**src/hdl/abkd_pkg.sv**
```systemverilog
`default_nettype none
// ----------------------------------------------------------------------------
// abkd_pkg
// Shared types and constants of the analog keypad event decoder: field
// widths, event kinds, column windows and the 4x4 key code table.
// ----------------------------------------------------------------------------
package abkd_pkg;

  localparam int SAMPLE_W   = 10;
  localparam int ROW_W      = 2;
  localparam int KEY_ROWS   = 4;
  localparam int KEY_COLS   = 4;
  localparam int COL_W      = 3;
  localparam int CODE_W     = 8;
  localparam int KIND_W     = 2;
  localparam int CFG_ADDR_W = 5;
  localparam int CFG_DATA_W = 32;
  localparam int TDATA_W    = 16;

  // Column code held per row; columns 0..3 are keys.
  localparam logic [COL_W-1:0] NO_KEY = 3'd7;

  typedef enum logic [KIND_W-1:0] {
    EV_KEY_DOWN    = 2'd0,
    EV_KEY_UP      = 2'd1,
    EV_KEY_PRESSED = 2'd2
  } event_kind_t;

  typedef struct packed {
    logic [SAMPLE_W-1:0] low;
    logic [SAMPLE_W-1:0] high;
  } window_t;

  typedef logic [CODE_W-1:0] key_code_t;

  // Indexed by {row, column}.
  localparam key_code_t KEY_TABLE [KEY_ROWS*KEY_COLS] = '{
    "1", "2", "3", "A",
    "4", "5", "6", "B",
    "7", "8", "9", "C",
    "*", "0", "#", "D"
  };

endpackage
`default_nettype wire

```
**src/hdl/abkd_cfg_regs.sv**
```systemverilog
`default_nettype none
// ----------------------------------------------------------------------------
// abkd_cfg_regs
// APB register file holding the inclusive sample window of each column.
// Register 2*c is the low bound of column c, register 2*c+1 its high bound.
// ----------------------------------------------------------------------------
module abkd_cfg_regs
  import abkd_pkg::*;
(
  input  wire logic                          clk,
  input  wire logic                          rst_n,
  input  wire logic                          cfg_psel,
  input  wire logic                          cfg_penable,
  input  wire logic                          cfg_pwrite,
  input  wire logic [CFG_ADDR_W-1:0]         cfg_paddr,
  input  wire logic [CFG_DATA_W-1:0]         cfg_pwdata,
  output logic      [CFG_DATA_W-1:0]         cfg_prdata,
  output logic                               cfg_pready,
  output window_t   [KEY_COLS-1:0]           windows
);

  window_t [KEY_COLS-1:0] win_r;
  logic                   wr_en;
  logic [1:0]             reg_col;
  logic                   reg_is_high;

  assign cfg_pready  = 1'b1;
  assign wr_en       = cfg_psel & cfg_penable & cfg_pwrite & cfg_pready;
  assign reg_col     = cfg_paddr[4:3];
  assign reg_is_high = cfg_paddr[2];

  always_ff @(posedge clk) begin
    if (!rst_n) begin
      for (int c = 0; c < KEY_COLS; c++) begin
        win_r[c].low  <= '1;
        win_r[c].high <= '0;
      end
    end else if (wr_en) begin
      if (reg_is_high) begin
        win_r[reg_col].high <= cfg_pwdata[SAMPLE_W-1:0];
      end else begin
        win_r[reg_col].low <= cfg_pwdata[SAMPLE_W-1:0];
      end
    end
  end

  always_comb begin
    cfg_prdata = '0;
    if (reg_is_high) begin
      cfg_prdata[SAMPLE_W-1:0] = win_r[reg_col].high;
    end else begin
      cfg_prdata[SAMPLE_W-1:0] = win_r[reg_col].low;
    end
  end

  assign windows = win_r;

endmodule
`default_nettype wire

```
**src/hdl/abkd_classify.sv**
```systemverilog
`default_nettype none
// ----------------------------------------------------------------------------
// abkd_classify
// Maps one sample to a column by checking the column windows in priority
// order; the lowest matching column wins, no match gives NO_KEY.
// ----------------------------------------------------------------------------
module abkd_classify
  import abkd_pkg::*;
(
  input  wire window_t [KEY_COLS-1:0] windows,
  input  wire logic    [SAMPLE_W-1:0] sample,
  output logic         [COL_W-1:0]    column
);

  always_comb begin
    column = NO_KEY;
    // Scan from the top so the lowest column overrides.
    for (int c = KEY_COLS - 1; c >= 0; c--) begin
      if ((windows[c].low <= sample) && (sample <= windows[c].high)) begin
        column = COL_W'(c);
      end
    end
  end

endmodule
`default_nettype wire

```
**src/hdl/analog_keypad_event_decoder.sv**
```systemverilog
`default_nettype none
// ----------------------------------------------------------------------------
// analog_keypad_event_decoder
// Classifies analog row readings into keypad columns and emits key events.
// ----------------------------------------------------------------------------
// Each input item is one 10-bit reading (in_tdata[9:0]) of the row named by
// in_tuser. An accepted item waits in the input register and its event
// moves into the output register once that register is free. A new item
// is taken every cycle while items cause at most one event and the output
// is not stalled; a key release causes two events (key up, then key
// pressed) and holds the output register until both have left, so a later
// item that causes an event waits for them. Each event carries its kind
// on out_tuser and the key code on out_tdata. Rows at or above ROW_COUNT
// are dropped without events. The column windows are
// programmed over the APB port and should only be changed while the block is
// idle.
// ----------------------------------------------------------------------------
module analog_keypad_event_decoder
  import abkd_pkg::*;
#(
  parameter int ROW_COUNT = 4
) (
  input  wire logic                  clk,
  input  wire logic                  rst_n,
  input  wire logic                  in_tvalid,
  output logic                       in_tready,
  input  wire logic [TDATA_W-1:0]    in_tdata,   // [9:0] sample
  input  wire logic [ROW_W-1:0]      in_tuser,   // [1:0] row_index
  output logic                       out_tvalid,
  input  wire logic                  out_tready,
  output logic      [CODE_W-1:0]     out_tdata,  // [7:0] key_code
  output logic      [KIND_W-1:0]     out_tuser,  // [1:0] event_kind
  output logic                       out_tlast,  // last_of_run
  input  wire logic                  cfg_psel,
  input  wire logic                  cfg_penable,
  input  wire logic                  cfg_pwrite,
  input  wire logic [CFG_ADDR_W-1:0] cfg_paddr,
  input  wire logic [CFG_DATA_W-1:0] cfg_pwdata,
  output logic      [CFG_DATA_W-1:0] cfg_prdata,
  output logic                       cfg_pready
);

  // Rows beyond the key table never match.
  localparam int ROWS_USED = (ROW_COUNT < KEY_ROWS) ? ROW_COUNT : KEY_ROWS;

  window_t [KEY_COLS-1:0] windows;

  logic                in_vld_r;
  logic [ROW_W-1:0]    in_row_r;
  logic [SAMPLE_W-1:0] in_sample_r;

  logic [COL_W-1:0]    col_r [ROWS_USED];
  logic [COL_W-1:0]    col_nxt;
  logic [COL_W-1:0]    last_col;
  logic                row_ok;
  logic                changed;
  logic                is_down;
  logic                is_release;
  logic                emit;
  logic                out_free;
  logic                adv;
  key_code_t           code_nxt;

  event_kind_t         kind_r;
  key_code_t           code_r;
  logic                last_r;
  logic                out_vld_r;
  logic                pend_r;

  abkd_cfg_regs u_cfg (
    .clk         (clk),
    .rst_n       (rst_n),
    .cfg_psel    (cfg_psel),
    .cfg_penable (cfg_penable),
    .cfg_pwrite  (cfg_pwrite),
    .cfg_paddr   (cfg_paddr),
    .cfg_pwdata  (cfg_pwdata),
    .cfg_prdata  (cfg_prdata),
    .cfg_pready  (cfg_pready),
    .windows     (windows)
  );

  abkd_classify u_classify (
    .windows (windows),
    .sample  (in_sample_r),
    .column  (col_nxt)
  );

  // Stored column of the row in the input register.
  always_comb begin
    last_col = NO_KEY;
    row_ok   = 1'b0;
    for (int i = 0; i < ROWS_USED; i++) begin
      if (in_row_r == ROW_W'(i)) begin
        last_col = col_r[i];
        row_ok   = 1'b1;
      end
    end
  end

  assign changed    = row_ok && (last_col != col_nxt);
  assign is_down    = changed && (col_nxt != NO_KEY);
  assign is_release = changed && (col_nxt == NO_KEY) && (last_col != NO_KEY);
  assign emit       = is_down || is_release;

  assign code_nxt = is_down ? KEY_TABLE[{in_row_r, col_nxt[1:0]}]
                            : KEY_TABLE[{in_row_r, last_col[1:0]}];

  // Output register is free when empty or its last event leaves this cycle.
  assign out_free  = !out_vld_r || (out_tready && !pend_r);
  assign adv       = in_vld_r && (!emit || out_free);
  assign in_tready = !in_vld_r || adv;

  always_ff @(posedge clk) begin
    if (!rst_n) begin
      in_vld_r <= 1'b0;
    end else if (in_tvalid && in_tready) begin
      in_vld_r <= 1'b1;
    end else if (adv) begin
      in_vld_r <= 1'b0;
    end
  end

  always_ff @(posedge clk) begin
    if (in_tvalid && in_tready) begin
      in_row_r    <= in_tuser;
      in_sample_r <= in_tdata[SAMPLE_W-1:0];
    end
  end

  always_ff @(posedge clk) begin
    if (!rst_n) begin
      for (int i = 0; i < ROWS_USED; i++) begin
        col_r[i] <= NO_KEY;
      end
    end else if (adv) begin
      for (int i = 0; i < ROWS_USED; i++) begin
        if (in_row_r == ROW_W'(i)) begin
          col_r[i] <= col_nxt;
        end
      end
    end
  end

  always_ff @(posedge clk) begin
    if (!rst_n) begin
      out_vld_r <= 1'b0;
      pend_r    <= 1'b0;
    end else if (adv && emit) begin
      out_vld_r <= 1'b1;
      pend_r    <= is_release;
    end else if (out_vld_r && out_tready) begin
      // Hold for the key pressed event that follows a key up.
      out_vld_r <= pend_r;
      pend_r    <= 1'b0;
    end
  end

  always_ff @(posedge clk) begin
    if (adv && emit) begin
      kind_r <= is_down ? EV_KEY_DOWN : EV_KEY_UP;
      code_r <= code_nxt;
      last_r <= is_down;
    end else if (out_vld_r && out_tready && pend_r) begin
      kind_r <= EV_KEY_PRESSED;
      last_r <= 1'b1;
    end
  end

  assign out_tvalid = out_vld_r;
  assign out_tdata  = code_r;
  assign out_tuser  = kind_r;
  assign out_tlast  = last_r;

endmodule
`default_nettype wire

```
**config.mk**
```make
export PLATFORM = sky130hd
export DESIGN_NAME = analog_keypad_event_decoder
export DESIGN_NICKNAME = d
export VERILOG_FILES = /design/src/hdl/abkd_pkg.sv /design/src/hdl/abkd_cfg_regs.sv /design/src/hdl/abkd_classify.sv /design/src/hdl/analog_keypad_event_decoder.sv
export SDC_FILE = /design/constraint.sdc
export NUM_CORES = 1
export LEC_CHECK = 0
export BUFFER_PORTS_ARGS = -buffer_cell sky130_fd_sc_hd__buf_2
export CELL_PAD_IN_SITES_DETAIL_PLACEMENT = 1
export CELL_PAD_IN_SITES_GLOBAL_PLACEMENT = 1
export CORE_MARGIN = 5
export CORE_UTILIZATION = 42
export CTS_BUF_LIST = sky130_fd_sc_hd__clkbuf_4 sky130_fd_sc_hd__clkbuf_8
export DETAILED_ROUTE_END_ITERATION = 10
export PLACE_DENSITY_LB_ADDON = 0.1
export REMOVE_ABC_BUFFERS = 1
export SLEW_MARGIN = 5
export SYNTH_ARGS = -nofsm -noshare
export SYNTH_HDL_FRONTEND = slang
export SYNTH_SLANG_ARGS = --single-unit
```
**constraint.sdc**
```tcl
create_clock -name clk -period 3.2 [get_ports clk]
set_input_delay 0.48 -clock clk [delete_from_list [all_inputs] [get_ports clk]]
set_output_delay 0.48 -clock clk [all_outputs]
set_load 0.005 [all_outputs]
```
# Yosys cells after proc, flatten, opt, wreduce, memory -nomap -nowiden
# Memories as Yosys holds them, arrays and structs flattened.
# Cells that the tools add are included.
word_totals:
  regBits: 106
  latch_bits: 0
  ramBits: 12
  romBits: 256
  input_bits: 62
  output_inout_bits: 46
  wordCells: 131
  mem_count: 3
classes:
  addsub: 0
  multipliers: 0
  div: 0
  n_lt_le_gt_ge: 12
  n_eq_ne: 7
  n_shift: 0
  n_mux: 58
  bitwise_logic: 8
  reduce_logical: 27
memory_table:
  columns: ["memory", "depth", "word_bits", "rd", "rd_clocked_by_memory_dff", "write_ports", "line_no", "source"]
  rows:
  - ["(name not given)", 16, 8, 1, 0, 0, "analog_keypad_event_decoder.sv:107", ": KEY_TABLE[{in_row_r, last_col[1:0]}];"]
  - ["(name not given)", 16, 8, 1, 0, 0, "analog_keypad_event_decoder.sv:106", "assign code_nxt = is_down ? KEY_TABLE[{in_row_r, col_nxt[1:0]}]"]
  - ["col_r", 4, 3, 4, 0, 4, "analog_keypad_event_decoder.sv:52", "logic [COL_W-1:0] col_r [ROWS_USED];"]
ops:
  columns: ["operator", "n"]
  rows:
  - ["bitwise mux 80 bit", 2]
  - ["demux 20 bit (select 2 bit)", 2]
  - ["less-or-equal comparator 10 bit", 8]
  - ["two-way mux 80 bit", 1]
  - ["binary-select mux 20 bit (select 2 bit)", 1]
  - ["two-way mux 20 bit", 2]
  - ["two-way mux 8 bit", 5]
  - ["two-way mux 3 bit", 12]
  - ["two-way mux 1 bit", 29]
  - ["two-way mux 10 bit", 2]
  - ["logical AND 1 bit", 15]
  - ["greater-or-equal comparator 5 bit (second input constant)", 2]
  - ["inverter 4 -> 5 bit", 2]
  - ["inequality test 3 bit (second input constant)", 2]
  - ["nonzero test 2 bit", 3]
  - ["== test 2 bit (second input constant)", 2]
  - ["zero test 1 bit", 4]
  - ["logical OR 1 bit", 4]
  - ["two-way mux 2 bit", 2]
  - ["OR 1 bit", 4]
  - ["== test 3 bit (second input constant)", 1]
  - ["< comparator 2 x 3 -> 1 bit (second input constant)", 1]
  - ["inequality test 3 bit", 1]
  - ["AND 1 bit", 2]
  - ["other kinds (3)", 3]

# Longest topological paths before layout
logic_depth:
  word_depth: 18
  ltp_mapped: 13
  mapped_depth_nobuf: 13

# Cells and area by module
# Synthesis repeated with hierarchy kept, for this count alone.
unflattened:
  cells_unflattened: 818
  hier_area_um2: 8007.7
modules_own_cells:
  columns: ["mod", "instances", "cells_each", "area_each_um2", "seq_area_each_um2"]
  rows:
  - ["abkd_cfg_regs", 1, 377, 3916.3, 1601.5]
  - ["analog_keypad_event_decoder", 1, 176, 2085.8, 1081.0]
  - ["abkd_classify", 1, 265, 2005.7, 0.0]

# Least setup slack after synthesis
# No wires, ideal clock.
synth_timing:
  kind: "reg2reg"
  from: "register in_sample_r[3]"
  to: "register in_row_r[0], enable pin"
  setup_ns: 0.355
  arrival_ns: 3.026
  required_time_ns: 2.845
  setup_slack_ns: -0.181
  path_stages_with_launch: 14
  path_buffers: 0
  period_less_slack_ns: 3.381
  path_cell_list: "edfxtp_1 inv_1 ha_1 a21o_1 a21o_1 a2111oi_2 o32a_2 o21ai_0 inv_1 ha_1 nand3_1 o211ai_2 or2_1 and2_1"
synth_between:
  elab_cells_between_ends: 29
  classes_between: "order compare (8); eq/ne (3); mux (4); reduce/logical (14)"
synth_rtl:
  columns: ["item", "line_no", "source"]
  rows:
  - ["start: declaration", "analog_keypad_event_decoder.sv:50", "logic [SAMPLE_W-1:0] in_sample_r;"]
  - ["start signal: assignment", "analog_keypad_event_decoder.sv:127", "in_sample_r <= in_tdata[SAMPLE_W-1:0];"]
  - ["less-or-equal comparator 10 bit", "abkd_classify.sv:19", "if ((windows[c].low <= sample) && (sample <= windows[c].high)) begin"]
  - ["logical AND 1 bit", "abkd_classify.sv:19", null]
  - ["two-way mux 3 bit (2 in series)", "abkd_classify.sv:19", null]
  - ["two-way mux 3 bit (*)", "abkd_classify.sv:19", null]
  - ["via col_nxt[0]", "analog_keypad_event_decoder.sv:53", "logic [COL_W-1:0] col_nxt;"]
  - ["inequality test 3 bit", "analog_keypad_event_decoder.sv:101", "assign changed = row_ok && (last_col != col_nxt);"]
  - ["logical AND 1 bit", "analog_keypad_event_decoder.sv:101", null]
  - ["logical AND 1 bit (2 in series)", "analog_keypad_event_decoder.sv:103", "assign is_release = changed && (col_nxt == NO_KEY) && (last_col != NO_KEY);"]
  - ["logical OR 1 bit (*)", "analog_keypad_event_decoder.sv:104", "assign emit = is_down || is_release;"]
  - ["zero test 1 bit (*)", "analog_keypad_event_decoder.sv:111", "assign adv = in_vld_r && (!emit || out_free);"]
  - ["logical OR 1 bit (*)", "analog_keypad_event_decoder.sv:111", null]
  - ["logical AND 1 bit (*)", "analog_keypad_event_decoder.sv:111", null]
  - ["logical OR 1 bit (*)", "analog_keypad_event_decoder.sv:112", "assign in_tready = !in_vld_r || adv;"]
  - ["via in_tready", "analog_keypad_event_decoder.sv:26", "output logic in_tready,"]
  - ["logical AND 1 bit (*)", "analog_keypad_event_decoder.sv:125", "if (in_tvalid && in_tready) begin"]
  - ["end signal: assignment", "analog_keypad_event_decoder.sv:126", "in_row_r <= in_tuser;"]
  - ["end: declaration", "analog_keypad_event_decoder.sv:49", "logic [ROW_W-1:0] in_row_r;"]
# Mark *: on every way through the listed nets, which the timed path passes. The rest lies on a longest branch.
# A chain may end at the register's enable or synchronous reset.

# Final worst setup path
layout_timing:
  from: "register in_sample_r[7]"
  to: "output in_tready"
layout_between:
  elab_chain_cells: 15
  elab_cells_between_ends: 28
  classes_between: "order compare (8); eq/ne (3); mux (4); reduce/logical (13)"
layout_rtl:
  columns: ["item", "line_no"]
  rows:
  - ["less-or-equal comparator 10 bit", "abkd_classify.sv:19"]
  - ["logical AND 1 bit", "abkd_classify.sv:19"]
  - ["two-way mux 3 bit (3 in series)", "abkd_classify.sv:19"]
  - ["two-way mux 3 bit (*)", "abkd_classify.sv:19"]
  - ["inequality test 3 bit", "analog_keypad_event_decoder.sv:101"]
  - ["logical AND 1 bit", "analog_keypad_event_decoder.sv:101"]
  - ["logical AND 1 bit (2 in series)", "analog_keypad_event_decoder.sv:103"]
  - ["logical OR 1 bit (*)", "analog_keypad_event_decoder.sv:104"]
  - ["zero test 1 bit (*)", "analog_keypad_event_decoder.sv:111"]
  - ["logical OR 1 bit (*)", "analog_keypad_event_decoder.sv:111"]
  - ["logical AND 1 bit (*)", "analog_keypad_event_decoder.sv:111"]
  - ["logical OR 1 bit (*)", "analog_keypad_event_decoder.sv:112"]
  - ["end: declaration", "analog_keypad_event_decoder.sv:26"]
# Every way passes the cells marked *; elsewhere a longest branch is shown, timed or not.

==> metrics.txt <==
Post-synth EDFFs=34; ANT cells=0; Clock Tree Root=clkbuf_8; Die Wd=145.4 um; CTS tree=built; Port Buf Inserts=53; leak pwr=0.004334 uW; post-DP HPWL=18940 um; Worst Slack Setup Final=-0.8353 ns; maximum vdd drop=345.9 uV; # DRC=0; fin util=0.5817; PwrDens=387.6 nW/um^2; Worst-Margin Slew=0.8441 ns; Hold WC Path Type=primary input to flop; GRT Resource Usage Total=0.2530; largest net degree at the start of global routing=81; via count=7058; Largest delay share family, worst path=compound AO/OA/AOI/OAI gates; first-pass GRT wire length=42400 um; Nets=1175; Core Box Area=18020 um^2; DP Cell Count=1187; Crit. Startpoint=in_sample_r[7]$_DFFE_PP_; post-synth top area share=0.2158; Final setup viols=60; die height=145.4 um; IO Pins=108; CP Capture Type=primary output; CP arrival=3.56 ns; delay of the slowest cell on the worst path=0.41 ns; Worst path depth=13; total congestion overflow=0; final hold violation count=0; FF-to-FF Start=in_sample_r[7]$_DFFE_PP_; Synth area leaders=dfxtp_1 22%, ha_1 14%, edfxtp_1 13%, mux4_2 7.3%, nand2_1 6.5%; clock tree buffer depth=2; most frequent cell after synthesis=nand2_1; vias in the first global route=7713; HP Start=in_tuser[1]; Non-Filler Instances=1267; period utilization=1.261; # H-tree levels=4; Crit-path slowest cell=edfxtp_1; Initial Util=0.4273; TNS Setup=-27.53 ns; share of layout cells above drive strength 1=0.3738; MaxCap Viol Count=0; crit path cell chain=buf_6 > clkinvlp_4 > ha_4 > nand4_1 > o211ai_1 > o31ai_4 > o32a_4 > buf_4 > nor4_4 > xnor2_2 > o211ai_4 > or2_1 > buf_2; worst reg-to-reg path cell count=18; die area=21140 um^2; asr flop ratio synth=0; detailed-router iteration count before antenna repair=7; synthesized area=7701 um^2; critical path type=flop to primary output; Reg clk slew, reported paths=0.08 ns; routed wire length=28080 um; Worst Path Required=2.72 ns; std cell rows=49; Max transition margin=0.4372; CTS Sinks=117; Distinct cells, synth=65; fmax=0.2478 GHz; Critical Path End=in_tready; GP Congestion=0.8893; crit path time final=4.035 ns; Worst Clk Skew=0.01409 ns; hold_buf cts=0; CP max FO=4; status=complete, but fails checks; drt wl/cell=22.16 um; Max Slew Vio Count=0; reg2reg end=out_tdata[4]$_DFFE_PP_; Syn. warnings=0; Antenna Nets Post-Route=0; Yosys reg bits=117; Post-synth top cells=134 x nand2_1, 88 x ha_1, 83 x dfxtp_1, 72 x inv_1, 43 x nand3_1; failing checks=negative setup slack; Fill cells=2041; Vias/cell=5.571; unrepaired setup endpoints after global routing=true; post-synth top area cell=dfxtp_1; Worst-Skew Late Latency=0.47 ns; R2R Setup Slk=-0.77 ns; register area share after synthesis=0.3483; area of the multi-input gates=5076 um^2; post-synthesis cell count=817; buffers plus inverters on the worst setup path=4; sequential cell area=2683 um^2; ys flop type=dfxtp_1; Startpoint Class=flop; initial antenna violation count=0; First DRT Iteration DRCs=373; area grow syn2layout=36.15%; CTS Buf Count=17; Syn Area/Cell=9.426 um^2
how the worst min path moves through the flow:
stage	endpoint	depth (start not counted)
after floorplan	u_cfg.windows[1]$_SDFFE_PN0P_	2
after global placement	pend_r$_SDFFE_PN0P_	2
after detailed placement	u_cfg.windows[6]$_SDFFE_PN0P_	2
after CTS	in_row_r[1]$_DFFE_PP_	1
after global routing	in_row_r[1]$_DFFE_PP_	1
final	in_row_r[1]$_DFFE_PP_	1
cells by family after synthesis:
group / Yosys count / share of synthesized area
flops: 117 / 0.3483
compound gates: 117 / 0.1162
simple gates: 284 / 0.1760
mux: 68 / 0.1308
fa+ha+maj: 88 / 0.1430
xor+xnor: 5 / 0.006663
buf+inv: 136 / 0.07815
other cells: 2 / 0.0009752
layer usage:
layer	global-route usage	up-vias	routed length [um]
met5	0	-	0
met1	0.3177	3523	11870
met4	0.07090	0	796
li1	-	3253	-
met3	0.05575	59	1341
met2	0.4384	223	14070
cell type report:
type / count / share of cell area
clock buffer: 17 / 0.02231
clock inverter: 15 / 0.01623
inverter: 72 / 0.02709
multi-input combinational: 586 / 0.4841
sequential: 117 / 0.2558
tap: 229 / 0.02733
timing repair buffer: 231 / 0.1671
repair_timing:
item | 4_1_cts | 5_1_grt
setup buffers | 29 | 22
endpoints found under the setup margin | 60 | 60
cloned | 1 | 0
pin swaps | 29 | 32
gates resized for setup | 78 | 57
flip-flops by register name, summed over array words and instances, names as in the netlist:
register / cells
pend_r: 1
out_tlast: 1
out_tdata: 7
out_tvalid: 1
in_row_r: 2
out_tuser: 2
col_r: 12
u_cfg.windows: 80
in_vld_r: 1
in_sample_r: 10
worst register-to-register path: stages (launching register included):
cell and delay (ns):
edfxtp_1 0.41, buf_6 0.13, clkinvlp_4 0.13, ha_4 0.31, nand4_1 0.23, o211ai_1 0.28
o31ai_4 0.15, buf_4 0.17, o32ai_2 0.12, buf_4 0.18, nand3_4 0.09, o221a_4 0.30
buf_4 0.14, buf_6 0.10, buf_6 0.12, buf_4 0.13, or3_1 0.33, a222oi_1 0.31
o22a_1 0.21
cells in the final DEF, fill, tap and decap left out, drive strengths merged, types with 3 or more instances in the layout:
master / Yosys / routed
or2: 3 / 3
nand2b: 13 / 13
clkinv: 0 / 4
o21ai: 21 / 21
mux2i: 32 / 32
mux2: 11 / 11
a21o: 11 / 11
and2: 3 / 3
a2111oi: 6 / 6
nor2b: 33 / 33
xnor2: 4 / 4
ha: 88 / 88
nand3: 43 / 43
inv: 72 / 77
nor3: 6 / 6
edfxtp: 34 / 34
a21oi: 25 / 25
mux4: 25 / 25
a211oi: 9 / 9
clkbuf: 37 / 17
conb: 2 / 24
o211ai: 9 / 9
nand4: 13 / 13
o22ai: 4 / 4
nand2: 135 / 135
or3: 6 / 6
dfxtp: 83 / 83
a21boi: 12 / 12
buf: 27 / 231
nor2: 22 / 22
clkinvlp: 0 / 4
report_power, final:
part           switching, uW  internal, uW  total (uW)
clock network            713           709        1420
logic                    530           521        1050
registers               27.2          1560        1590
through the flow:
step                hold slack (ns)  setup WS [ns]  instance area, um^2  power [uW]
floorplan                    0.4536        -0.1807                 7452        1977
global placement             0.4697        -0.4238                 8992        2299
detailed placement           0.4865        -0.5831                 8992        2337
CTS                          0.1646        -0.7904                 9957        3916
global route                 0.1593        -0.9595                10490        4217
finish                       0.1822        -0.8353                10490        4064
No activity file was read; power rests on OpenSTA's default activity.
